**config.mk**
```make
export PLATFORM = sky130hd
export DESIGN_NAME = lru_register_slot_allocator
export DESIGN_NICKNAME = d
export VERILOG_FILES = /design/src/hdl/lrsa_pkg.sv /design/src/hdl/lrsa_ram.sv /design/src/hdl/lrsa_scan.sv /design/src/hdl/lru_register_slot_allocator.sv
export SDC_FILE = /design/constraint.sdc
export NUM_CORES = 2
export LEC_CHECK = 0
export ABC_CLOCK_PERIOD_IN_PS = 11880
export BUFFER_PORTS_ARGS = -buffer_cell sky130_fd_sc_hd__buf_2
export CORE_MARGIN = 5
export CORE_UTILIZATION = 60
export DETAILED_ROUTE_END_ITERATION = 6
export PLACE_DENSITY_LB_ADDON = 0.05
export SETUP_SLACK_MARGIN = 0.02
export SKIP_LAST_GASP = 1
export SLEW_MARGIN = 10
export SYNTH_ARGS = -nofsm -noshare
export SYNTH_HDL_FRONTEND = slang
export SYNTH_HIERARCHICAL = 1
export SYNTH_SLANG_ARGS = --single-unit
export TNS_END_PERCENT = 20
```
**constraint.sdc**
```tcl
create_clock -name i_clk -period 11.88 [get_ports i_clk]
set_input_delay 2.376 -clock i_clk [delete_from_list [all_inputs] [get_ports i_clk]]
set_output_delay 2.376 -clock i_clk [all_outputs]
set_load 0.03 [all_outputs]
```
**src/hdl/lrsa_pkg.sv**
```systemverilog
// Shared types, constants and helpers for the LRU register slot allocator.
`timescale 1ns / 1ps

package lrsa_pkg;

    localparam int NUM_SLOTS_DEF  = 16;
    localparam int KEY_BITS_DEF   = 32;
    localparam int STAMP_W        = 32;
    localparam int FLAG_WRITE_BIT = 1;
    localparam int FLAG_ADDR_BIT  = 3;

    localparam logic [3:0] FLAGS_WRITE_ONLY = 4'b0010;
    localparam logic [3:0] SIZE_ADDR_OF     = 4'd8;

    typedef enum logic [2:0] {
        OP_ACCESS   = 3'd0,
        OP_RELEASE  = 3'd1,
        OP_LOCK     = 3'd2,
        OP_UNLOCK   = 3'd3,
        OP_REASSIGN = 3'd4
    } t_op;

    typedef struct packed {
        logic [2:0]  op;
        logic [31:0] key;
        logic        key_valid;
        logic [3:0]  var_size;
        logic [3:0]  access_flags;
        logic [3:0]  slot_index;
    } t_in_item;

    typedef struct packed {
        logic [3:0]  slot;
        logic        hit;
        logic        writeback;
        logic [31:0] writeback_key;
        logic [3:0]  writeback_size;
        logic        error;
    } t_out_item;

    // status gathered by the slot scan
    typedef struct packed {
        logic hit;
        logic found_free;
        logic have_lru;
    } t_scan_flags;

    function automatic logic size_ok(input logic [3:0] s);
        return (s == 4'd1) || (s == 4'd2) || (s == 4'd4) || (s == 4'd8);
    endfunction

endpackage

```
**src/hdl/lrsa_ram.sv**
```systemverilog
// Generic single-write, single-read RAM with registered read data.
`timescale 1ns / 1ps

module lrsa_ram #(
    parameter  int WIDTH = 8,
    parameter  int DEPTH = 16,
    localparam int AW    = $clog2(DEPTH)
) (
    input  logic             i_clk,
    input  logic             i_we,
    input  logic [AW-1:0]    i_waddr,
    input  logic [WIDTH-1:0] i_wdata,
    input  logic             i_re,
    input  logic [AW-1:0]    i_raddr,
    output logic [WIDTH-1:0] o_rdata
);

    logic [WIDTH-1:0] r_mem [DEPTH];
    logic [WIDTH-1:0] r_rdata;

    always_ff @(posedge i_clk) begin
        if (i_we) begin
            r_mem[i_waddr] <= i_wdata;
        end
        if (i_re) begin
            r_rdata <= r_mem[i_raddr];
        end
    end

    assign o_rdata = r_rdata;

endmodule

```
**src/hdl/lrsa_scan.sv**
```systemverilog
// Slot scan: first key hit, first free slot and least recently used victim.
`timescale 1ns / 1ps

module lrsa_scan #(
    parameter  int NUM_SLOTS = lrsa_pkg::NUM_SLOTS_DEF,
    parameter  int KEY_BITS  = lrsa_pkg::KEY_BITS_DEF,
    localparam int SW        = $clog2(NUM_SLOTS),
    localparam int ENT_W     = KEY_BITS + 9 + lrsa_pkg::STAMP_W
) (
    input  logic                  i_clk,
    input  logic                  i_rst_n,
    input  logic                  i_start,
    input  logic                  i_eval,
    input  logic [SW-1:0]         i_eval_idx,
    input  logic [ENT_W-1:0]      i_ent,
    input  logic                  i_in_use,
    input  logic                  i_locked,
    input  logic [KEY_BITS-1:0]   i_key,
    input  logic                  i_key_valid,
    output lrsa_pkg::t_scan_flags o_flags,
    output logic [SW-1:0]         o_hit_idx,
    output logic [SW-1:0]         o_free_idx,
    output logic [SW-1:0]         o_lru_idx,
    output logic [ENT_W-1:0]      o_hit_ent,
    output logic [ENT_W-1:0]      o_lru_ent
);

    import lrsa_pkg::*;

    typedef struct packed {
        logic [KEY_BITS-1:0] key;
        logic                kv;
        logic [3:0]          size;
        logic [3:0]          flags;
        logic [STAMP_W-1:0]  stamp;
    } t_entry;

    t_entry      ent;
    t_entry      r_hit_ent;
    t_entry      r_lru_ent;
    t_scan_flags r_flags;
    logic [SW-1:0] r_hit_idx;
    logic [SW-1:0] r_free_idx;
    logic [SW-1:0] r_lru_idx;
    logic usable;
    logic hit_now;
    logic free_now;
    logic lru_better;

    assign ent      = t_entry'(i_ent);
    assign usable   = i_in_use && !i_locked;
    assign hit_now  = usable && ent.kv && i_key_valid && (ent.key == i_key);
    assign free_now = !i_in_use && !i_locked;
    // strict compare keeps the lowest index on equal stamps
    assign lru_better = usable && (!r_flags.have_lru || (ent.stamp < r_lru_ent.stamp));

    always_ff @(posedge i_clk) begin
        if (!i_rst_n) begin
            r_flags <= '0;
        end else if (i_start) begin
            r_flags <= '0;
        end else if (i_eval) begin
            if (hit_now) begin
                r_flags.hit <= 1'b1;
            end
            if (free_now) begin
                r_flags.found_free <= 1'b1;
            end
            if (lru_better) begin
                r_flags.have_lru <= 1'b1;
            end
        end
    end

    always_ff @(posedge i_clk) begin
        if (i_eval && !i_start) begin
            if (hit_now && !r_flags.hit) begin
                r_hit_idx <= i_eval_idx;
                r_hit_ent <= ent;
            end
            if (free_now && !r_flags.found_free) begin
                r_free_idx <= i_eval_idx;
            end
            if (lru_better) begin
                r_lru_idx <= i_eval_idx;
                r_lru_ent <= ent;
            end
        end
    end

    assign o_flags    = r_flags;
    assign o_hit_idx  = r_hit_idx;
    assign o_free_idx = r_free_idx;
    assign o_lru_idx  = r_lru_idx;
    assign o_hit_ent  = r_hit_ent;
    assign o_lru_ent  = r_lru_ent;

endmodule

```
**src/hdl/lru_register_slot_allocator.sv**
```systemverilog
// Top level: LRU register slot allocator with slot table RAM and sequencer.
//
//  channel | direction | handshake                 | payload
//  --------+-----------+---------------------------+----------------------
//  in      | to block  | i_in_valid / o_in_ready   | i_in_item  (t_in_item)
//  out     | from block| o_out_valid / i_out_ready | o_out_item (t_out_item)
//
// An access item is accepted, then every slot is read in turn from the table RAM through its single
// read port, the last read is evaluated in the scan, and the item commits.
// Release and reassign with a valid slot index read their slot (one RAM read) first; other ops commit directly.
// One item is in flight; the next is accepted while the last result waits.
// A stalled output holds the commit of the following item in its final cycle.
// Reset clears the in-use and lock bits and the access clock; no clearing pass.
`timescale 1ns / 1ps

module lru_register_slot_allocator #(
    parameter int NUM_SLOTS = lrsa_pkg::NUM_SLOTS_DEF,
    parameter int KEY_BITS  = lrsa_pkg::KEY_BITS_DEF
) (
    input  logic                i_clk,
    input  logic                i_rst_n,
    input  logic                i_in_valid,
    output logic                o_in_ready,
    input  lrsa_pkg::t_in_item  i_in_item,
    output logic                o_out_valid,
    input  logic                i_out_ready,
    output lrsa_pkg::t_out_item o_out_item
);

    import lrsa_pkg::*;

    localparam int SW    = $clog2(NUM_SLOTS);
    localparam int CW    = $clog2(NUM_SLOTS + 1);
    localparam int ENT_W = KEY_BITS + 9 + STAMP_W;

    typedef struct packed {
        logic [KEY_BITS-1:0] key;
        logic                kv;
        logic [3:0]          size;
        logic [3:0]          flags;
        logic [STAMP_W-1:0]  stamp;
    } t_entry;

    typedef enum logic [1:0] {
        S_IDLE,
        S_SCAN,
        S_SLOT,
        S_DONE
    } t_state;

    t_state             r_state;
    t_in_item           r_item;
    logic [CW-1:0]      r_cnt;
    logic [NUM_SLOTS-1:0] r_in_use;
    logic [NUM_SLOTS-1:0] r_locked;
    logic [STAMP_W-1:0] r_clock;
    t_out_item          r_out;
    logic               r_out_vld;

    t_out_item          n_out;
    logic [NUM_SLOTS-1:0] n_in_use;
    logic [NUM_SLOTS-1:0] n_locked;
    logic [STAMP_W-1:0] n_clock;

    logic               accept;
    logic               commit;
    logic               in_idx_ok;
    logic               item_idx_ok;
    logic [KEY_BITS-1:0] key_m;
    logic [SW-1:0]      item_slot;

    logic               ram_we;
    logic               wr_req;
    logic [SW-1:0]      wr_addr;
    t_entry             wr_ent;
    logic               ram_re;
    logic [SW-1:0]      ram_raddr;
    logic [ENT_W-1:0]   ram_rdata;
    t_entry             rd_ent;

    logic               scan_eval;
    logic [SW-1:0]      scan_idx;
    t_scan_flags        scan_flags;
    logic [SW-1:0]      hit_idx;
    logic [SW-1:0]      free_idx;
    logic [SW-1:0]      lru_idx;
    logic [ENT_W-1:0]   hit_ent_w;
    logic [ENT_W-1:0]   lru_ent_w;
    t_entry             hit_ent;
    t_entry             lru_ent;
    logic [SW-1:0]      pick;

    assign accept      = i_in_valid && o_in_ready;
    assign commit      = (r_state == S_DONE) && (!r_out_vld || i_out_ready);
    assign in_idx_ok   = {28'd0, i_in_item.slot_index} < 32'(NUM_SLOTS);
    assign item_idx_ok = {28'd0, r_item.slot_index} < 32'(NUM_SLOTS);
    assign key_m       = KEY_BITS'(r_item.key);
    assign item_slot   = SW'(r_item.slot_index);
    assign rd_ent      = t_entry'(ram_rdata);
    assign hit_ent     = t_entry'(hit_ent_w);
    assign lru_ent     = t_entry'(lru_ent_w);

    // table read port: one slot per cycle while scanning, the target slot otherwise
    assign ram_re    = ((r_state == S_SCAN) && (r_cnt < CW'(NUM_SLOTS))) || (r_state == S_SLOT);
    assign ram_raddr = (r_state == S_SLOT) ? item_slot : r_cnt[SW-1:0];
    assign scan_eval = (r_state == S_SCAN) && (r_cnt != '0);
    assign scan_idx  = SW'(r_cnt - CW'(1));
    assign ram_we    = commit && wr_req;

    lrsa_ram #(
        .WIDTH (ENT_W),
        .DEPTH (NUM_SLOTS)
    ) u_ram (
        .i_clk   (i_clk),
        .i_we    (ram_we),
        .i_waddr (wr_addr),
        .i_wdata (wr_ent),
        .i_re    (ram_re),
        .i_raddr (ram_raddr),
        .o_rdata (ram_rdata)
    );

    lrsa_scan #(
        .NUM_SLOTS (NUM_SLOTS),
        .KEY_BITS  (KEY_BITS)
    ) u_scan (
        .i_clk       (i_clk),
        .i_rst_n     (i_rst_n),
        .i_start     (accept),
        .i_eval      (scan_eval),
        .i_eval_idx  (scan_idx),
        .i_ent       (ram_rdata),
        .i_in_use    (r_in_use[scan_idx]),
        .i_locked    (r_locked[scan_idx]),
        .i_key       (key_m),
        .i_key_valid (r_item.key_valid),
        .o_flags     (scan_flags),
        .o_hit_idx   (hit_idx),
        .o_free_idx  (free_idx),
        .o_lru_idx   (lru_idx),
        .o_hit_ent   (hit_ent_w),
        .o_lru_ent   (lru_ent_w)
    );

    // no free slot and no unlocked candidate falls back to slot 0
    assign pick = scan_flags.found_free ? free_idx :
                  (scan_flags.have_lru ? lru_idx : '0);

    always_comb begin
        n_out    = '0;
        n_in_use = r_in_use;
        n_locked = r_locked;
        n_clock  = r_clock;
        wr_req   = 1'b0;
        wr_addr  = '0;
        wr_ent   = '0;
        unique case (t_op'(r_item.op))
            OP_ACCESS: begin
                if (scan_flags.hit) begin
                    n_clock      = r_clock + STAMP_W'(1);
                    wr_req       = 1'b1;
                    wr_addr      = hit_idx;
                    wr_ent       = hit_ent;
                    wr_ent.flags = hit_ent.flags | r_item.access_flags;
                    wr_ent.stamp = n_clock;
                    n_out.slot   = 4'(hit_idx);
                    n_out.hit    = 1'b1;
                end else if (!size_ok(r_item.var_size) ||
                             (r_item.access_flags[FLAG_ADDR_BIT] &&
                              (r_item.var_size != SIZE_ADDR_OF))) begin
                    n_out.error = 1'b1;
                end else begin
                    n_clock = r_clock + STAMP_W'(1);
                    if (!scan_flags.found_free && scan_flags.have_lru &&
                        lru_ent.kv && lru_ent.flags[FLAG_WRITE_BIT]) begin
                        n_out.writeback      = 1'b1;
                        n_out.writeback_key  = 32'(lru_ent.key);
                        n_out.writeback_size = lru_ent.size;
                    end
                    wr_req         = 1'b1;
                    wr_addr        = pick;
                    wr_ent.key     = r_item.key_valid ? key_m : '0;
                    wr_ent.kv      = r_item.key_valid;
                    wr_ent.size    = r_item.var_size;
                    wr_ent.flags   = r_item.access_flags;
                    wr_ent.stamp   = n_clock;
                    n_in_use[pick] = 1'b1;
                    n_locked[pick] = 1'b0;
                    n_out.slot     = 4'(pick);
                end
            end
            OP_RELEASE: begin
                n_out.slot = r_item.slot_index;
                if (item_idx_ok) begin
                    if (r_in_use[item_slot] && !r_locked[item_slot] &&
                        rd_ent.kv && rd_ent.flags[FLAG_WRITE_BIT]) begin
                        n_out.writeback      = 1'b1;
                        n_out.writeback_key  = 32'(rd_ent.key);
                        n_out.writeback_size = rd_ent.size;
                    end
                    n_in_use[item_slot] = 1'b0;
                    n_locked[item_slot] = 1'b0;
                end
            end
            OP_LOCK: begin
                n_out.slot = r_item.slot_index;
                if (item_idx_ok) begin
                    n_locked[item_slot] = 1'b1;
                end
            end
            OP_UNLOCK: begin
                n_out.slot = r_item.slot_index;
                if (item_idx_ok) begin
                    n_locked[item_slot] = 1'b0;
                end
            end
            OP_REASSIGN: begin
                n_out.slot = r_item.slot_index;
                if (item_idx_ok) begin
                    if (!size_ok(r_item.var_size)) begin
                        n_out.slot  = '0;
                        n_out.error = 1'b1;
                    end else begin
                        if (r_in_use[item_slot] && !r_locked[item_slot] &&
                            rd_ent.kv && rd_ent.flags[FLAG_WRITE_BIT]) begin
                            n_out.writeback      = 1'b1;
                            n_out.writeback_key  = 32'(rd_ent.key);
                            n_out.writeback_size = rd_ent.size;
                        end
                        wr_req              = 1'b1;
                        wr_addr             = item_slot;
                        wr_ent.key          = r_item.key_valid ? key_m : '0;
                        wr_ent.kv           = r_item.key_valid;
                        wr_ent.size         = r_item.var_size;
                        wr_ent.flags        = FLAGS_WRITE_ONLY;
                        wr_ent.stamp        = r_clock;
                        n_in_use[item_slot] = 1'b1;
                        n_locked[item_slot] = 1'b0;
                    end
                end
            end
            default: begin
                n_out = '0;
            end
        endcase
    end

    always_ff @(posedge i_clk) begin
        if (!i_rst_n) begin
            r_state   <= S_IDLE;
            r_cnt     <= '0;
            r_in_use  <= '0;
            r_locked  <= '0;
            r_clock   <= '0;
            r_out_vld <= 1'b0;
        end else begin
            if (r_out_vld && i_out_ready && !commit) begin
                r_out_vld <= 1'b0;
            end
            unique case (r_state)
                S_IDLE: begin
                    if (accept) begin
                        r_item <= i_in_item;
                        r_cnt  <= '0;
                        if (i_in_item.op == OP_ACCESS) begin
                            r_state <= S_SCAN;
                        end else if (in_idx_ok && ((i_in_item.op == OP_RELEASE) ||
                                                   (i_in_item.op == OP_REASSIGN))) begin
                            r_state <= S_SLOT;
                        end else begin
                            r_state <= S_DONE;
                        end
                    end
                end
                S_SCAN: begin
                    r_cnt <= r_cnt + CW'(1);
                    if (r_cnt == CW'(NUM_SLOTS)) begin
                        r_state <= S_DONE;
                    end
                end
                S_SLOT: begin
                    r_state <= S_DONE;
                end
                S_DONE: begin
                    if (commit) begin
                        r_out     <= n_out;
                        r_out_vld <= 1'b1;
                        r_in_use  <= n_in_use;
                        r_locked  <= n_locked;
                        r_clock   <= n_clock;
                        r_state   <= S_IDLE;
                    end
                end
                default: begin
                    r_state <= S_IDLE;
                end
            endcase
        end
    end

    assign o_in_ready  = (r_state == S_IDLE);
    assign o_out_valid = r_out_vld;
    assign o_out_item  = r_out;

`ifndef SYNTHESIS
    a_write_only_on_fill: assert property (@(posedge i_clk) disable iff (!i_rst_n)
        ram_we |-> (r_state == S_DONE) &&
                   ((r_item.op == OP_ACCESS) || (r_item.op == OP_REASSIGN)))
        else $error("table written outside an access or reassign commit");

    a_clock_moves_on_access: assert property (@(posedge i_clk) disable iff (!i_rst_n)
        ($past(i_rst_n) && (r_clock != $past(r_clock))) |->
            $past(commit && (r_item.op == OP_ACCESS)))
        else $error("access clock advanced without an access commit");

    a_hit_is_clean: assert property (@(posedge i_clk) disable iff (!i_rst_n)
        (r_out_vld && r_out.hit) |-> (!r_out.error && !r_out.writeback))
        else $error("hit result carries error or writeback");

    a_scan_bound: assert property (@(posedge i_clk) disable iff (!i_rst_n)
        (r_state == S_SCAN) |-> (r_cnt <= CW'(NUM_SLOTS)))
        else $error("scan counter ran past the slot count");
`endif

endmodule
```
==> impl_metrics.csv <==
group,metric,value,unit
setup_path,cp.required,12.25,ns
setup_path,r2r-start,"r_cnt[0]",
cells_and_area,layout_commonest_cell,"edfxtp_1",
clock_network,clkSlewWorstSetupHoldPaths,0.06,ns
clock_network,cts_tree,"built",
detailed_routing,dr.pass1.iters,5,
global_route,grt_use_total,0.274,
cells_and_area,area_growth,11.9,%
clock_network,clock_path_buffers,3,
sta,drv_slew,0,
place,place.gp.congestion,0.867,
sta,setup-tns-final,0,ns
place,io_buffers,94,
clock_network,cts_resized,0,
floorplanning,rows,114,
floorplanning,fp.dieH,321,um
floorplanning,io_pins,97,
pwr,pwr-share-seq,0.501,
worst_hold_path,min_from,"u_ram/o_rdata[11]",
cells_and_area,layout-drive-gt1-share,0.223,
setup_path,cp_slowest_cell,"dfxtp_1",
status,status,"complete, no violations",
global_route,overflow,0,
sta,period_share,0.500,
detailed_routing,ant_nets,0,
sta,hold_viol_final,0,
clock_network,numCtsBuffers,149,
pwr,power_switching,3110,uW
floorplanning,die_area,103000,um2
cells_and_area,num-fill-cells,6272,
sta,timing.final.ws_setup,5.95,ns
setup_path,arrival,6.31,ns
setup_path,path_cells,"inv_1, ha_1, mux4_2, mux4_2, nand3b_1, nor4_1, o21ai_0, o21ai_4, buf_4, buf_4",
clock_network,cts.sinks,1474,
setup_path,crit_path_max_incr_delay,0.77,ns
clock_network,htreeDepth,4,
setup_path,crit_type,"register to register",
pwr,p_clk_frac,0.363,
place,dp_hpwl,76000,um
pwr,power_density,189,nW/um2
floorplanning,initial_core_util,0.602,
clock_network,cts-root-buf,"clkbuf_16",
floorplanning,core,96100,um2
sta,finalCriticalPeriod,5.93,ns
detailed_routing,wire_per_inst,30.3,um
setup_path,startpoint_type,"register",
cells_and_area,layout_common_cells,"edfxtp_1 (1399), mux4_2 (291), nand2_1 (189), clkbuf_16 (152), a22oi_1 (143)",
synthesis,synthCells,3055,
sta,rsz0062_at_grt,"no",
detailed_routing,drt_iter0_drc,3829,
synthesis,synth_fp_nets,3146,
sta,setup_viol,0,
clock_network,insertion_delay,0.76,ns
sta,max_clock_freq,169,MHz
place,dpl.cell_count,4356,
sta,fin_skew,0.0231,ns
synthesis,syn_area,57900,um2
clock_network,post_cts_buffers,0,
job,cap_violations,0,
pwr,netSwitchingFraction,0.254,
setup_path,cp-startpoint,"r_cnt[0]",
synthesis,syn_avg_cell_area,18.9,um2
worst_hold_path,hold_path_class,"register to register",
global_route,grt_first_pass_wirelength,206000,um
setup_path,crit_path_end_kind,"register",
global_route,grt_start_max_net_pins,143,
detailed_routing,via_count,30800,
clock_network,ctsHoldBuffers,0,
cells_and_area,nets,3322,
detailed_routing,routed_via_density,6.66,
global_route,grt_pass1_vias,31000,
sta,tightest_slew,1.24,ns
pwr,internal_power,9140,uW
pwr,ir_worst_vdd,0.166,mV
detailed_routing,totalWireLength,140000,um
floorplanning,die_w,321,um
global_route,antenna_found_initial,3,
detailed_routing,drc,0,
sta,relSlewSlack,0.164,
cells_and_area,instances_no_fill,4624,
place,dp_slack,5.85,ns
pwr,leakage,0.0222,uW
pwr,p_comb_frac,0.136,
setup_path,path_max_fanout,41,
synthesis,yosysWarnings,6,
cells_and_area,antenna_cells,0,
path summary, 6_finish.rpt:
path,slack [ns],cells after the start,end
worst max-delay path,5.95,10,u_scan/o_lru_ent[47]
worst min-delay path,0.46,0,u_scan/o_lru_ent[11]
worst max register to register,5.95,10,u_scan/o_lru_ent[47]
worst min register to register,0.46,0,u_scan/o_lru_ent[11]
cell type report:
class	count	area [um2]	share of cell area
inverters	72	270	0.00417
clock buffers	179	3940	0.0608
multi-input cells	1344	13500	0.209
well taps	1276	1600	0.0247
flip-flops and latches	1474	43500	0.672
repair buffers	190	1230	0.0190
clock inverters	89	692	0.0107
through the flow:
stage | utilization | power (uW) | hold WS (ns) | cell area, um2
after floorplan | - | 7390 | 0.427 | 57900
after global placement | 0.625 | 7900 | 0.444 | 60100
after detailed placement | 0.625 | 7920 | 0.446 | 60100
after CTS | 0.674 | 12300 | 0.455 | 64800
after global routing | 0.674 | 12700 | 0.469 | 64800
final | 0.674 | 12200 | 0.455 | 64800
critical path, delay by kind of cell, from the launching register on:
kind                       cells  cell delay, ns
muxes                          2            1.08
DFF                            1            0.77
buffers and inverters          3            1.42
and+or+nand+nor                2            0.84
AOI/OAI and AO/OA              2            0.63
adders and majority gates      1            0.71
power by group through the flow:
stage / sequential, uW / clock (uW) / combinational (uW)
floorplan: 6150 / 0 / 1240
detailed placement: 6240 / 0 / 1680
finish: 6130 / 4440 / 1670
CTS: 6130 / 4510 / 1690
global placement: 6230 / 0 / 1670
global route: 6150 / 4750 / 1800
state kept, by name, summed over array words and instances (netlist names):
name and flops:
u_scan/o_lru_ent 70, u_scan/o_flags 3, u_scan/o_hit_ent 38, u_ram/r_mem 1120, key_m 32, r_in_use 16
o_out_valid 1, u_scan/o_lru_idx 4, u_scan/o_hit_idx 4, u_ram/o_rdata 70, r_locked 16, r_item 10
r_cnt 5, item_slot 4, r_state 2, r_clock 32, u_scan/o_free_idx 4, o_out_item 43
layer usage:
layer	vias up	GRT usage	wire length, um	part of all wire
li1	12900	-	-	-
met1	16200	0.406	57500	0.41
met2	1486	0.436	68100	0.49
met3	226	0.0459	11100	0.079
met4	2	0.0736	3230	0.023
met5	-	0	13	0.000093
No activity file was read; power rests on OpenSTA's default activity.
